--- src/sv/qoid_pkg.sv ---
`default_nettype none

package qoid_pkg;

	localparam int INDEX_ENTRIES = 64;
	localparam int COL_W         = 15;
	localparam int PIX_W         = 30;
	localparam int MARK_LEN      = 8;
	localparam int IN_TDATA_W    = 8;
	localparam int OUT_TDATA_W   = 40;

	// Op class decoded from the first byte of a chunk.
	localparam logic [2:0] CLS_RGB   = 3'd0;
	localparam logic [2:0] CLS_RGBA  = 3'd1;
	localparam logic [2:0] CLS_INDEX = 3'd2;
	localparam logic [2:0] CLS_DIFF  = 3'd3;
	localparam logic [2:0] CLS_LUMA  = 3'd4;
	localparam logic [2:0] CLS_RUN   = 3'd5;

	localparam logic [7:0] TAG_RGB  = 8'hFE;
	localparam logic [7:0] TAG_RGBA = 8'hFF;
	localparam logic [1:0] TAG2_INDEX = 2'b00;
	localparam logic [1:0] TAG2_DIFF  = 2'b01;
	localparam logic [1:0] TAG2_LUMA  = 2'b10;

	localparam logic [1:0] KIND_PIXEL   = 2'd0;
	localparam logic [1:0] KIND_MARK_OK = 2'd1;
	localparam logic [1:0] KIND_MARK_BAD = 2'd2;

	typedef struct packed {
		logic [7:0] r;
		logic [7:0] g;
		logic [7:0] b;
		logic [7:0] a;
	} pix_t;

	localparam pix_t PIX_RESET = '{r: 8'd0, g: 8'd0, b: 8'd0, a: 8'd255};

	typedef struct packed {
		logic       start;
		logic [2:0] cls;
		logic [7:0] data;
	} item_t;

	typedef struct packed {
		logic [1:0] kind;
		pix_t       pix;
		logic       row_end;
		logic       image_end;
		logic       last;
	} result_t;

endpackage

`default_nettype wire

--- src/sv/qoid_front.sv ---
`default_nettype none

module qoid_front (
	input  wire logic          clk,
	input  wire logic          arst_n,
	input  wire logic          in_valid,
	output logic               in_ready,
	input  wire logic          in_start,
	input  wire logic [7:0]    in_data,
	output logic               item_valid,
	input  wire logic          item_ready,
	output qoid_pkg::item_t    item
);
	import qoid_pkg::*;

	item_t      ent_q [2];
	logic       wr_ptr_q;
	logic       rd_ptr_q;
	logic [1:0] cnt_q;
	logic [2:0] cls;
	logic       push;
	logic       pop;

	// classify the chunk tag
	always_comb begin
		priority if (in_data == TAG_RGB) begin
			cls = CLS_RGB;
		end else if (in_data == TAG_RGBA) begin
			cls = CLS_RGBA;
		end else if (in_data[7:6] == TAG2_INDEX) begin
			cls = CLS_INDEX;
		end else if (in_data[7:6] == TAG2_DIFF) begin
			cls = CLS_DIFF;
		end else if (in_data[7:6] == TAG2_LUMA) begin
			cls = CLS_LUMA;
		end else begin
			cls = CLS_RUN;
		end
	end

	assign in_ready   = (cnt_q != 2'd2);
	assign item_valid = (cnt_q != 2'd0);
	assign item       = ent_q[rd_ptr_q];
	assign push       = in_valid && in_ready;
	assign pop        = item_valid && item_ready;

	always_ff @(posedge clk) begin
		if (push) begin
			ent_q[wr_ptr_q] <= '{start: in_start, cls: cls, data: in_data};
		end
	end

	always_ff @(posedge clk or negedge arst_n) begin
		if (!arst_n) begin
			wr_ptr_q <= 1'b0;
			rd_ptr_q <= 1'b0;
			cnt_q    <= 2'd0;
		end else begin
			if (push) wr_ptr_q <= !wr_ptr_q;
			if (pop)  rd_ptr_q <= !rd_ptr_q;
			unique case ({push, pop})
				2'b10:   cnt_q <= cnt_q + 2'd1;
				2'b01:   cnt_q <= cnt_q - 2'd1;
				default: cnt_q <= cnt_q;
			endcase
		end
	end

endmodule

`default_nettype wire

--- src/sv/qoid_back.sv ---
`default_nettype none

module qoid_back #(
	parameter int INDEX_ENTRIES = qoid_pkg::INDEX_ENTRIES
) (
	input  wire logic                     clk,
	input  wire logic                     arst_n,
	input  wire logic                     item_valid,
	output logic                          item_ready,
	input  wire qoid_pkg::item_t          item,
	input  wire logic [qoid_pkg::COL_W-1:0] width,
	input  wire logic [qoid_pkg::PIX_W-1:0] pixels,
	output logic                          res_valid,
	input  wire logic                     res_ready,
	output qoid_pkg::result_t             res
);
	import qoid_pkg::*;

	localparam int IDX_W = $clog2(INDEX_ENTRIES);

	localparam logic [1:0] ST_IDLE = 2'd0;
	localparam logic [1:0] ST_IDX  = 2'd1;
	localparam logic [1:0] ST_RUN  = 2'd2;

	localparam logic [1:0] PEND_NONE = 2'd0;
	localparam logic [1:0] PEND_RGB  = 2'd1;
	localparam logic [1:0] PEND_RGBA = 2'd2;
	localparam logic [1:0] PEND_LUMA = 2'd3;

	localparam logic [3:0] MARK_LAST = 4'(MARK_LEN - 1);

	logic [1:0]       state_q, nxt_state;
	pix_t             cur_q, nxt_cur;
	logic [1:0]       pend_q, nxt_pend;
	logic [2:0]       pcnt_q, nxt_pcnt;
	logic [5:0]       luma_q, nxt_luma;
	logic [5:0]       left_q, nxt_left;
	logic [COL_W-1:0] col_q, nxt_col;
	logic [PIX_W-1:0] done_q, nxt_done;
	logic [3:0]       mcnt_q, nxt_mcnt;
	logic             mbad_q, nxt_mbad;

	pix_t                     mem_q [INDEX_ENTRIES];
	logic [INDEX_ENTRIES-1:0] vld_q;
	pix_t                     rd_data_q;
	logic                     rd_vld_q;

	logic             out_free, take, in_image;
	logic             clear_vld, rd_en, wr_en, emit_pix, emit_stat, res_last;
	logic [1:0]       stat_kind;
	logic [IDX_W-1:0] wr_addr, rd_addr;
	logic [12:0]      hsum;
	logic [COL_W-1:0] col_inc;
	logic [PIX_W-1:0] done_inc;
	logic             pix_re, pix_ie;
	logic [1:0]       pos;
	logic [7:0]       dg;
	pix_t             p_chan, p_luma, p_diff;
	logic [7:0]       mark_exp;

	assign out_free   = !res_valid || res_ready;
	assign item_ready = (state_q == ST_IDLE) && out_free;
	assign take       = item_valid && item_ready;
	assign in_image   = done_q < pixels;

	assign col_inc  = col_q + 1'b1;
	assign done_inc = done_q + 1'b1;
	assign pix_re   = (col_inc == width);
	assign pix_ie   = (done_inc == pixels);

	// operand byte for RGB/RGBA: channel by position r,g,b,a
	assign pos = ((pend_q == PEND_RGB) ? 2'd3 : 2'd0) - pcnt_q[1:0];
	always_comb begin
		p_chan = cur_q;
		unique case (pos)
			2'd0: p_chan.r = item.data;
			2'd1: p_chan.g = item.data;
			2'd2: p_chan.b = item.data;
			2'd3: p_chan.a = item.data;
			default: p_chan = cur_q;
		endcase
	end

	assign dg       = {2'b00, luma_q} - 8'd32;
	assign p_luma.r = cur_q.r + dg + {4'b0000, item.data[7:4]} - 8'd8;
	assign p_luma.g = cur_q.g + dg;
	assign p_luma.b = cur_q.b + dg + {4'b0000, item.data[3:0]} - 8'd8;
	assign p_luma.a = cur_q.a;

	assign p_diff.r = cur_q.r + {6'b0, item.data[5:4]} - 8'd2;
	assign p_diff.g = cur_q.g + {6'b0, item.data[3:2]} - 8'd2;
	assign p_diff.b = cur_q.b + {6'b0, item.data[1:0]} - 8'd2;
	assign p_diff.a = cur_q.a;

	assign mark_exp = (mcnt_q == MARK_LAST) ? 8'd1 : 8'd0;

	always_comb begin
		nxt_state = state_q;
		nxt_cur   = cur_q;
		nxt_pend  = pend_q;
		nxt_pcnt  = pcnt_q;
		nxt_luma  = luma_q;
		nxt_left  = left_q;
		nxt_col   = col_q;
		nxt_done  = done_q;
		nxt_mcnt  = mcnt_q;
		nxt_mbad  = mbad_q;
		clear_vld = 1'b0;
		rd_en     = 1'b0;
		wr_en     = 1'b0;
		emit_pix  = 1'b0;
		emit_stat = 1'b0;
		res_last  = 1'b0;
		stat_kind = KIND_MARK_OK;
		unique case (state_q)
			ST_IDLE: begin
				if (take) begin
					if (item.start) begin
						nxt_cur   = PIX_RESET;
						nxt_pend  = PEND_NONE;
						nxt_pcnt  = 3'd0;
						nxt_luma  = 6'd0;
						nxt_col   = '0;
						nxt_done  = '0;
						nxt_mcnt  = 4'd0;
						nxt_mbad  = 1'b0;
						clear_vld = 1'b1;
					end else if (in_image) begin
						priority if (pend_q == PEND_RGB || pend_q == PEND_RGBA) begin
							nxt_cur  = p_chan;
							nxt_pcnt = pcnt_q - 3'd1;
							if (pcnt_q == 3'd1) begin
								nxt_pend = PEND_NONE;
								wr_en    = 1'b1;
								emit_pix = 1'b1;
								res_last = 1'b1;
							end
						end else if (pend_q == PEND_LUMA) begin
							nxt_cur  = p_luma;
							nxt_pend = PEND_NONE;
							nxt_pcnt = 3'd0;
							wr_en    = 1'b1;
							emit_pix = 1'b1;
							res_last = 1'b1;
						end else begin
							unique case (item.cls)
								CLS_RGB: begin
									nxt_pend = PEND_RGB;
									nxt_pcnt = 3'd3;
								end
								CLS_RGBA: begin
									nxt_pend = PEND_RGBA;
									nxt_pcnt = 3'd4;
								end
								CLS_INDEX: begin
									rd_en     = 1'b1;
									nxt_state = ST_IDX;
								end
								CLS_DIFF: begin
									nxt_cur  = p_diff;
									wr_en    = 1'b1;
									emit_pix = 1'b1;
									res_last = 1'b1;
								end
								CLS_LUMA: begin
									nxt_pend = PEND_LUMA;
									nxt_pcnt = 3'd1;
									nxt_luma = item.data[5:0];
								end
								CLS_RUN: begin
									wr_en    = 1'b1;
									emit_pix = 1'b1;
									res_last = (item.data[5:0] == 6'd0) || pix_ie;
									if (!res_last) begin
										nxt_left  = item.data[5:0] - 6'd1;
										nxt_state = ST_RUN;
									end
								end
								default: ;
							endcase
						end
					end else if (mcnt_q < 4'(MARK_LEN)) begin
						nxt_mcnt = mcnt_q + 4'd1;
						nxt_mbad = mbad_q || (item.data != mark_exp);
						if (mcnt_q == MARK_LAST) begin
							emit_stat = 1'b1;
							res_last  = 1'b1;
							stat_kind = nxt_mbad ? KIND_MARK_BAD : KIND_MARK_OK;
						end
					end
				end
			end
			ST_IDX: begin
				if (out_free) begin
					nxt_cur   = rd_vld_q ? rd_data_q : '0;
					wr_en     = 1'b1;
					emit_pix  = 1'b1;
					res_last  = 1'b1;
					nxt_state = ST_IDLE;
				end
			end
			ST_RUN: begin
				if (out_free) begin
					emit_pix = 1'b1;
					res_last = (left_q == 6'd0) || pix_ie;
					nxt_left = left_q - 6'd1;
					if (res_last) nxt_state = ST_IDLE;
				end
			end
			default: nxt_state = ST_IDLE;
		endcase
		if (emit_pix) begin
			nxt_col  = pix_re ? '0 : col_inc;
			nxt_done = done_inc;
		end
	end

	// hash of the pixel being stored: 3r + 5g + 7b + 11a
	assign hsum = 13'(nxt_cur.r) * 13'd3 + 13'(nxt_cur.g) * 13'd5
	            + 13'(nxt_cur.b) * 13'd7 + 13'(nxt_cur.a) * 13'd11;
	assign wr_addr = hsum[IDX_W-1:0];
	assign rd_addr = IDX_W'(item.data[5:0]);

	always_ff @(posedge clk) begin
		if (wr_en) mem_q[wr_addr] <= nxt_cur;
		if (rd_en) begin
			rd_data_q <= mem_q[rd_addr];
			rd_vld_q  <= vld_q[rd_addr];
		end
	end

	always_ff @(posedge clk) begin
		if (emit_pix || emit_stat) begin
			res.kind      <= emit_pix ? KIND_PIXEL : stat_kind;
			res.pix       <= emit_pix ? nxt_cur : '0;
			res.row_end   <= emit_pix && pix_re;
			res.image_end <= emit_pix && pix_ie;
			res.last      <= res_last;
		end
	end

	always_ff @(posedge clk or negedge arst_n) begin
		if (!arst_n) begin
			state_q   <= ST_IDLE;
			cur_q     <= PIX_RESET;
			pend_q    <= PEND_NONE;
			pcnt_q    <= 3'd0;
			luma_q    <= 6'd0;
			left_q    <= 6'd0;
			col_q     <= '0;
			done_q    <= '0;
			mcnt_q    <= 4'd0;
			mbad_q    <= 1'b0;
			vld_q     <= '0;
			res_valid <= 1'b0;
		end else begin
			state_q <= nxt_state;
			cur_q   <= nxt_cur;
			pend_q  <= nxt_pend;
			pcnt_q  <= nxt_pcnt;
			luma_q  <= nxt_luma;
			left_q  <= nxt_left;
			col_q   <= nxt_col;
			done_q  <= nxt_done;
			mcnt_q  <= nxt_mcnt;
			mbad_q  <= nxt_mbad;
			if (clear_vld) begin
				vld_q <= '0;
			end else if (wr_en) begin
				vld_q[wr_addr] <= 1'b1;
			end
			if (emit_pix || emit_stat) begin
				res_valid <= 1'b1;
			end else if (res_ready) begin
				res_valid <= 1'b0;
			end
		end
	end

endmodule

`default_nettype wire

--- src/sv/qoi_image_decoder_core.sv ---
// QOI chunk-stream decoder.
// Input stream (s_*): one transaction per byte of the chunk stream that follows the
// 14-byte header. s_tuser = 1 starts a new image (clears the color index, sets the
// current pixel to 0,0,0,255, zeroes the counters); s_tdata is then ignored.
// Output stream (m_*): one transaction per decoded pixel, or one status after the
// eight end-marker bytes. m_tlast marks the final result caused by one input byte.
// Config channel (cfg_*): index 0 = image_width, index 1 = image_pixels; write only
// while the block is idle. cfg_ready is always high.
// Flow: a byte is taken into a two-entry queue; the back end executes it from the
// queue head and the result is registered onto m_* (an index op first passes the
// index memory's registered read). The back end takes one byte per cycle while
// m_tready is high, but takes no new byte during an index op or a run until its pixels
// are out; it issues at most one result per cycle.
// Reset: all control state clears, image_width and image_pixels return to 1, and
// the index valid bits clear at once, so no clearing pass follows.
// Stall: when m_tready is low the result register holds, the back end stops, and
// the queue keeps taking bytes until both entries are full.
`default_nettype none

module qoi_image_decoder_core #(
	parameter int INDEX_ENTRIES = qoid_pkg::INDEX_ENTRIES
) (
	input  wire logic                              clk,
	input  wire logic                              arst_n,
	input  wire logic                              s_tvalid,
	output logic                                   s_tready,
	input  wire logic [qoid_pkg::IN_TDATA_W-1:0]   s_tdata,   // [7:0] data_byte
	input  wire logic                              s_tuser,   // [0] command
	output logic                                   m_tvalid,
	input  wire logic                              m_tready,
	// [7:0] red, [15:8] green, [23:16] blue, [31:24] alpha, [32] row_end,
	// [33] image_end, [39:34] zero
	output logic [qoid_pkg::OUT_TDATA_W-1:0]       m_tdata,
	output logic [1:0]                             m_tuser,   // [1:0] kind
	output logic                                   m_tlast,
	input  wire logic                              cfg_valid,
	output logic                                   cfg_ready,
	input  wire logic                              cfg_index,
	input  wire logic [qoid_pkg::PIX_W-1:0]        cfg_data
);
	import qoid_pkg::*;

	localparam logic CFG_WIDTH  = 1'b0;
	localparam logic CFG_PIXELS = 1'b1;

	logic [COL_W-1:0] width_q;
	logic [PIX_W-1:0] pixels_q;
	logic             item_valid;
	logic             item_ready;
	item_t            item;
	result_t          res;

	assign cfg_ready = 1'b1;

	// configuration registers
	always_ff @(posedge clk or negedge arst_n) begin
		if (!arst_n) begin
			width_q  <= COL_W'(1);
			pixels_q <= PIX_W'(1);
		end else if (cfg_valid && cfg_ready) begin
			unique case (cfg_index)
				CFG_WIDTH:  width_q  <= cfg_data[COL_W-1:0];
				CFG_PIXELS: pixels_q <= cfg_data;
				default: ;
			endcase
		end
	end

	// front: accept and classify bytes into the queue
	qoid_front u_front (
		.clk        (clk),
		.arst_n     (arst_n),
		.in_valid   (s_tvalid),
		.in_ready   (s_tready),
		.in_start   (s_tuser),
		.in_data    (s_tdata),
		.item_valid (item_valid),
		.item_ready (item_ready),
		.item       (item)
	);

	// back: execute ops, hold the color index, drive the result register
	qoid_back #(
		.INDEX_ENTRIES (INDEX_ENTRIES)
	) u_back (
		.clk        (clk),
		.arst_n     (arst_n),
		.item_valid (item_valid),
		.item_ready (item_ready),
		.item       (item),
		.width      (width_q),
		.pixels     (pixels_q),
		.res_valid  (m_tvalid),
		.res_ready  (m_tready),
		.res        (res)
	);

	assign m_tdata = {6'b0, res.image_end, res.row_end,
	                  res.pix.a, res.pix.b, res.pix.g, res.pix.r};
	assign m_tuser = res.kind;
	assign m_tlast = res.last;

endmodule

`default_nettype wire

--- config.mk ---
export PLATFORM = sky130hd
export DESIGN_NAME = qoi_image_decoder_core
export DESIGN_NICKNAME = d
export VERILOG_FILES = /design/src/sv/qoid_pkg.sv /design/src/sv/qoid_front.sv /design/src/sv/qoid_back.sv /design/src/sv/qoi_image_decoder_core.sv
export SDC_FILE = /design/constraint.sdc
export NUM_CORES = 2
export LEC_CHECK = 0
export ABC_CLOCK_PERIOD_IN_PS = 11800
export BUFFER_PORTS_ARGS = -buffer_cell sky130_fd_sc_hd__buf_4
export CORE_UTILIZATION = 50
export CTS_BUF_LIST = sky130_fd_sc_hd__clkbuf_8
export CTS_CLUSTER_DIAMETER = 50
export CTS_CLUSTER_SIZE = 10
export DETAILED_ROUTE_END_ITERATION = 10
export GPL_TIMING_DRIVEN = 0
export PLACE_DENSITY = 0.68
export SKIP_LAST_GASP = 1
export SLEW_MARGIN = 20
export SYNTH_ARGS = -nofsm -noshare
export SYNTH_HDL_FRONTEND = slang
export SYNTH_SLANG_ARGS = --single-unit
--- constraint.sdc ---
create_clock -name clk -period 11.8 [get_ports clk]
set_clock_uncertainty 0.15 [all_clocks]
set_input_delay 0.59 -clock clk [delete_from_list [all_inputs] [get_ports clk]]
set_output_delay 0.59 -clock clk [all_outputs]
set_load 0.02 [all_outputs]
Yosys cells after proc, flatten, opt, wreduce, memory -nomap -nowiden

Memories as Yosys holds them, arrays and structs flattened. A register that Yosys moved wholly into a read port is not among the register bits.
Cells that the tools add are included.

Reductions and logical operators: 45
Bitwise logic cells: 6
Mux-type cells: 125
Equal/unequal tests: 41
Add/sub/neg operators: 26
Multipliers: 4
Magnitude comparators: 5

Operators by type and width:

| kind                  | count |
|---|---|
| $mux 32               | 8 |
| $mux 64               | 2 |
| $mux 30               | 4 |
| $mux 6                | 13 |
| $mux 15               | 5 |
| $or 64x64->64         | 1 |
| $pmux 32 s2           | 1 |
| $mux 1                | 49 |
| $mux 2                | 16 |
| $mux 8                | 4 |
| $add 30x1->30 const B | 1 |
| $eq 30x30->1          | 1 |
| $lt 30x30->1          | 1 |
| $add 8x2->8           | 3 |
| $add 8x8->8           | 3 |
| $mux 3                | 8 |
| $sub 8x2->8 const B   | 3 |
| $reduce_bool 2->1     | 11 |
| $ne 2x2->1 const B    | 10 |
| $add 6x6->6           | 3 |
| $add 8x4->8           | 2 |
| $eq 8x8->1 const B    | 2 |
| $mul 8x3->6 const B   | 2 |
| $sub 8x4->8 const B   | 2 |
| other kinds (49)      | 97 |

Bits in writable memories: 2072
Bits of input ports: 45
Memories kept: 2
Logic and storage cells: 284
Register bits: 253

Memory list:

| memory        | depth | bits a word | rd ports | clocked after Yosys merged registers in | write ports | line             | text |
|---|---|---|---|---|---|---|---|
| u_back.mem_q  | 64    | 32          | 1        | 1                                       | 1           | qoid_back.sv:43  | `pix_t mem_q [INDEX_ENTRIES];` |
| u_front.ent_q | 2     | 12          | 1        | 0                                       | 1           | qoid_front.sv:16 | `item_t ent_q [2];` |

Logic depth before layout (Yosys ltp)

Depth in word-level cells: 21
Mapped depth: 38
Gate-level depth less buffers: 32

Cells and area by module

A second synthesis with hierarchy kept.

Cell total of the unflattened synthesis: 4856
Area total of the unflattened synthesis: 97010.5 µm²

Modules (own cells, without submodules):

| module                 | cells each | area an instance (µm²) | times used | seq. area each (µm²) |
|---|---|---|---|---|
| qoid_back              | 4691       | 94130.3                | 1          | 67765.0 |
| qoi_image_decoder_core | 106        | 1789.2                 | 1          | 1128.6 |
| qoid_front             | 59         | 1091.0                 | 1          | 820.8 |

Worst setup path after synthesis

No wires, ideal clock.

Kind: register to register
From: register u_front.rd_ptr_q
To: memory u_back.mem_q[32][0] (netlist name), enable pin
Cell stages (with the launch flop): 31
Data arrival time: 11.475 ns
Path buffers: 6
Library setup time: 0.423 ns
Period minus slack after synthesis: 12.047 ns
Path slack: -0.247 ns
Data required time: 11.227 ns
Path through: dfrtp_1 buf_2 buf_1 mux2i_1 clkinv_1 clkbuf_1 clkbuf_1 clkbuf_1 fa_1 a211oi_1 a21oi_1 o21ai_0 o21ai_0 fa_1 ha_1 fa_1 inv_1 fa_1 fa_1 inv_1 ha_1 a21o_1 a21oi_1 xnor2_1 xnor2_1 xnor3_1 xnor3_2 xor2_2 xor2_2 buf_2 nor2_1

RTL lines:

| element                | line             | text |
|---|---|---|
| start, declared        | qoid_front.sv:18 | `logic rd_ptr_q;` |
| start signal, assigned | qoid_front.sv:60 | `if (pop) rd_ptr_q <= !rd_ptr_q;` |
| end, declared          | qoid_back.sv:43  |  |

Worst setup path after layout

From: register u_front.rd_ptr_q
To: memory u_back.mem_q[40][16] (netlist name), enable pin

Longest elaborated chain between the ends: 14
Elaborated cells on any way between the ends: 41
Classes of those cells: add/sub: 13; mul: 4; eq/ne: 2; mux: 20; reduce/logical: 1; memory: 1

RTL lines:

| element                                    | line                             | text |
|---|---|---|
| $mem_v2 2x12 (*)                           | -                                |  |
| $add 8x2->8 (on tied branches)             | qoid_back.sv:90, qoid_back.sv:91 |  |
| $sub 8x2->8 (on tied branches)             | qoid_back.sv:90, qoid_back.sv:91 |  |
| $mux 32                                    | qoid_back.sv:146                 | `unique case (item.cls)` |
| $mux 32                                    | qoid_back.sv:138                 | `end else if (pend_q == PEND_LUMA) begin` |
| $mux 32                                    | qoid_back.sv:129                 | `priority if (pend_q == PEND_RGB \|\| pend_q == PEND_RGBA) begin` |
| $mux 32                                    | qoid_back.sv:128                 | `end else if (in_image) begin` |
| $mux 32                                    | qoid_back.sv:118                 | `if (item.start) begin` |
| $mux 32                                    | qoid_back.sv:117                 | `if (take) begin` |
| $pmux 32 s2                                | qoid_back.sv:115                 | `unique case (state_q)` |
| $mul 8x2->6 or $mul 8x3->6 (tied branches) | qoid_back.sv:219                 | `assign hsum = 13'(nxt_cur.r) * 13'd3 + 13'(nxt_cur.g) * 13'd5` |
| $add 6x6->6                                | qoid_back.sv:219                 |  |
| $add 6x6->6 (2 in series)                  | qoid_back.sv:220                 | `+ 13'(nxt_cur.b) * 13'd7 + 13'(nxt_cur.a) * 13'd11;` |

Every way passes the cells marked *; elsewhere a longest branch is shown, timed or not.

==> results.json <==
{
  "synth_edf_count": 2142,
  "cts_root_buf": "clkbuf_8",
  "hold_start": "m_tready",
  "r2r-end": "u_back.mem_q[40][16]$_DFFE_PP_",
  "cp_slowest_cell": "clkbuf_2",
  "cts_tree": "built",
  "first_pass_iters": 7,
  "drc": 0,
  "reg2reg_depth": 33,
  "die_x_um": 450,
  "postRouteAntennaNets": 0,
  "syn_avg_cell_area_um2": 12.1,
  "hold_depth": 4,
  "wl_um": 333000,
  "async_reset_ff_share_pct": 9.12,
  "crit_path_start": "u_front.rd_ptr_q$_DFFE_PN0P_",
  "final_common_cell": "nand2_1",
  "crit_buf_inv": 11,
  "yosysUniqueCellTypes": 84,
  "cts_max_path_buffers": 4,
  "gp_congestion": 0.983,
  "synth_top_area_share_pct": 64.1,
  "finalHoldViolCount": 0,
  "r2r_slack_ns": 0.16,
  "routed_via_density": 6.17,
  "crit_path_start_kind": "flop",
  "tns_ns": 0,
  "first_global_vias": 68300,
  "rows": 164,
  "outcome": "completed",
  "whs_endpoint": "u_back.res_valid$_DFFE_PN0P_",
  "layout-drive-gt1-share_pct": 9.48,
  "fin_crit_ns": 11.64,
  "r2r-start": "u_front.rd_ptr_q$_DFFE_PN0P_",
  "clock_latency_ns": 1.06,
  "synth_ff_type": "edfxtp_1",
  "setup_viol": 0,
  "grt_usage_pct": 32.4,
  "syn-cell-area_um2": 100000,
  "clock.fmax_ghz": 0.0859,
  "fin_ws_ns": 0.163,
  "hold-worst-slack_ns": 0.0747,
  "core-area_um2": 199000,
  "fin_area_um2": 114000,
  "crit_required_ns": 12.41,
  "htreeDepth": 5,
  "yosysWarningCount": 0,
  "final_max_slew_viol_count": 0,
  "cts_buffers": 297,
  "initial_core_util_pct": 50.3,
  "critPathCaptureType": "flop",
  "cp_top_family": "adder cells",
  "timing.final.crit_share_pct": 98.6,
  "antenna_found_initial": 21,
  "synth.area.top_cells": "edfxtp_1 64%, nand2_1 8.6%, nand3_1 5.5%, dfrtp_1 5.1%, a311oi_1 3.2%",
  "wl_per_cell_um": 28.6,
  "path_class": "flop to flop",
  "grt_pass1_wl_um": 474000,
  "critPathArrivalTime_ns": 12.25,
  "final_cell_mix": "2281 x nand2_1, 2142 x edfxtp_1, 1109 x nand3_1, 475 x clkbuf_1, 364 x a311oi_1",
  "vias": 71900,
  "io_pins": 91,
  "syn_inst": 8259,
  "path_clk_slew_ns": 0.07,
  "grt_start_max_net_pins": 86,
  "nets": 9073,
  "die_h_um": 450,
  "ys_seq_elements": 2357,
  "dp_hpwl_um": 238000,
  "synth-seq-area-share_pct": 69.5,
  "cap_violations": 0,
  "cts_sinks": 2357,
  "io_buffer_count": 83,
  "max_slew.worst_pin.slew_ns": 1.31,
  "yosys.area.top_type": "edfxtp_1",
  "dp_slack_ns": -2.08,
  "drtIter0Drc": 10400,
  "min_path_type": "input pin to flop",
  "post_dp_cell_area_um2": 108000,
  "grt_overflow": 0,
  "die-area_um2": 202000,
  "synthToLayoutAreaGrowth_pct": 13.7,
  "crit_fanout": 19,
  "crit_top_cell": "fa_1",
  "critPathMaxStageDelay_ns": 0.64,
  "slew_headroom_pct": 12.1
}
flip-flops by register name, summed over array words and instances, names as in the netlist, 3 cells and up:
| register | count |
|---|---|
| u_back.mem_q | 2048 |
| u_back.vld_q | 64 |
| u_back.res | 37 |
| u_back.cur_q | 32 |
| u_back.rd_data_q | 32 |
| pixels_q | 30 |
| u_back.done_q | 30 |
| u_front.ent_q | 24 |
| u_back.col_q | 15 |
| width_q | 15 |
| u_back.left_q | 6 |
| u_back.luma_q | 6 |
| u_back.mcnt_q | 4 |
| u_back.pcnt_q | 3 |
Yosys cell counts (all sizes together) (10+ instances only):
| master | number |
|---|---|
| mux2i | 13 |
| or3 | 10 |
| ha | 124 |
| edfxtp | 2142 |
| nand2 | 2287 |
| o211ai | 14 |
| clkbuf | 517 |
| and3 | 178 |
| nor2 | 158 |
| dfrtp | 205 |
| o21ai | 147 |
| o21a | 70 |
| o31ai | 24 |
| nand3 | 1109 |
| a31oi | 43 |
| a21oi | 161 |
| nand4 | 11 |
| nand2b | 10 |
| a311oi | 366 |
| nor3 | 61 |
| and2 | 26 |
| buf | 36 |
| a22oi | 14 |
| xor2 | 30 |
| a21o | 20 |
| fa | 37 |
| a211oi | 14 |
| dfstp | 10 |
| mux2 | 54 |
| xnor2 | 93 |
| inv | 154 |
what timing repair did:
item,CTS,global route
buffers inserted,33,14
hold buffers,44,0
hold endpoints to repair,285,0
resized for setup,25,10
pin swaps,24,3
setup endpoints to repair,2112,2100
metal layers:
metal / vias to the layer above / global-route usage [%] / share of wire (%)
met3: 804 / 7.29 / 11
met2: 4409 / 48.2 / 44
li1: 31300 / - / -
met4: 4 / 18.8 / 6.4
met1: 35400 / 43.7 / 38
met5: - / 0 / 0.0069
through the flow:
| stage | utilization (%) | cells |
|---|---|---|
| floorplan | - | 8264 |
| global placement | 52.3 | 11000 |
| detailed placement | 54.1 | 11100 |
| CTS | 57.0 | 11600 |
| global route | 57.1 | 11600 |
| finish | 57.2 | 11600 |
logic make-up (layout without fill, tap and decap cells):
kind of cell	Yosys count	count (layout)	share of synthesized area, %
and+or+nand+nor	3886	3886	16.7
DFF	2357	2357	69.5
AOI/OAI and AO/OA	950	950	6.87
buffers and inverters	710	1425	2.70
adders and majority gates	161	161	2.29
xor gates and xnor gates	126	126	1.17
muxes	67	67	0.736
other	2	21	0.00749
worst max-delay path by stage:
stage	end	slack, ns	depth (start not counted)
floorplan	u_back.mem_q[32][0]$_DFFE_PP_	0.57	36
global placement	u_back.mem_q[28][4]$_DFFE_PP_	-8.59	26
detailed placement	u_back.mem_q[28][3]$_DFFE_PP_	-2.08	35
CTS	u_back.mem_q[24][17]$_DFFE_PP_	0.06	33
global route	u_back.mem_q[42][2]$_DFFE_PP_	-0.01	36
finish	u_back.mem_q[40][16]$_DFFE_PP_	0.16	33
cell type report:
type / instances / area [um^2]
diodes: 14 / 35.0
plain buffers: 550 / 2170
clock buffers: 306 / 4210
clock inverters: 105 / 589
fillers: 16000 / 85400
inverters: 157 / 632
multi-input cells: 5197 / 28600
flip-flops and latches: 2357 / 69700
well taps: 2656 / 3320
repair buffers: 307 / 4710
worst min-delay path, stage by stage:
cell	delay, ns
buf_4	0.11
nand2b_1	0.13
clkbuf_1	0.26
nand3_1	0.13
Power is not shown: default switching activity piles up to over one toggle a cycle in this logic, so the estimate is an artifact.
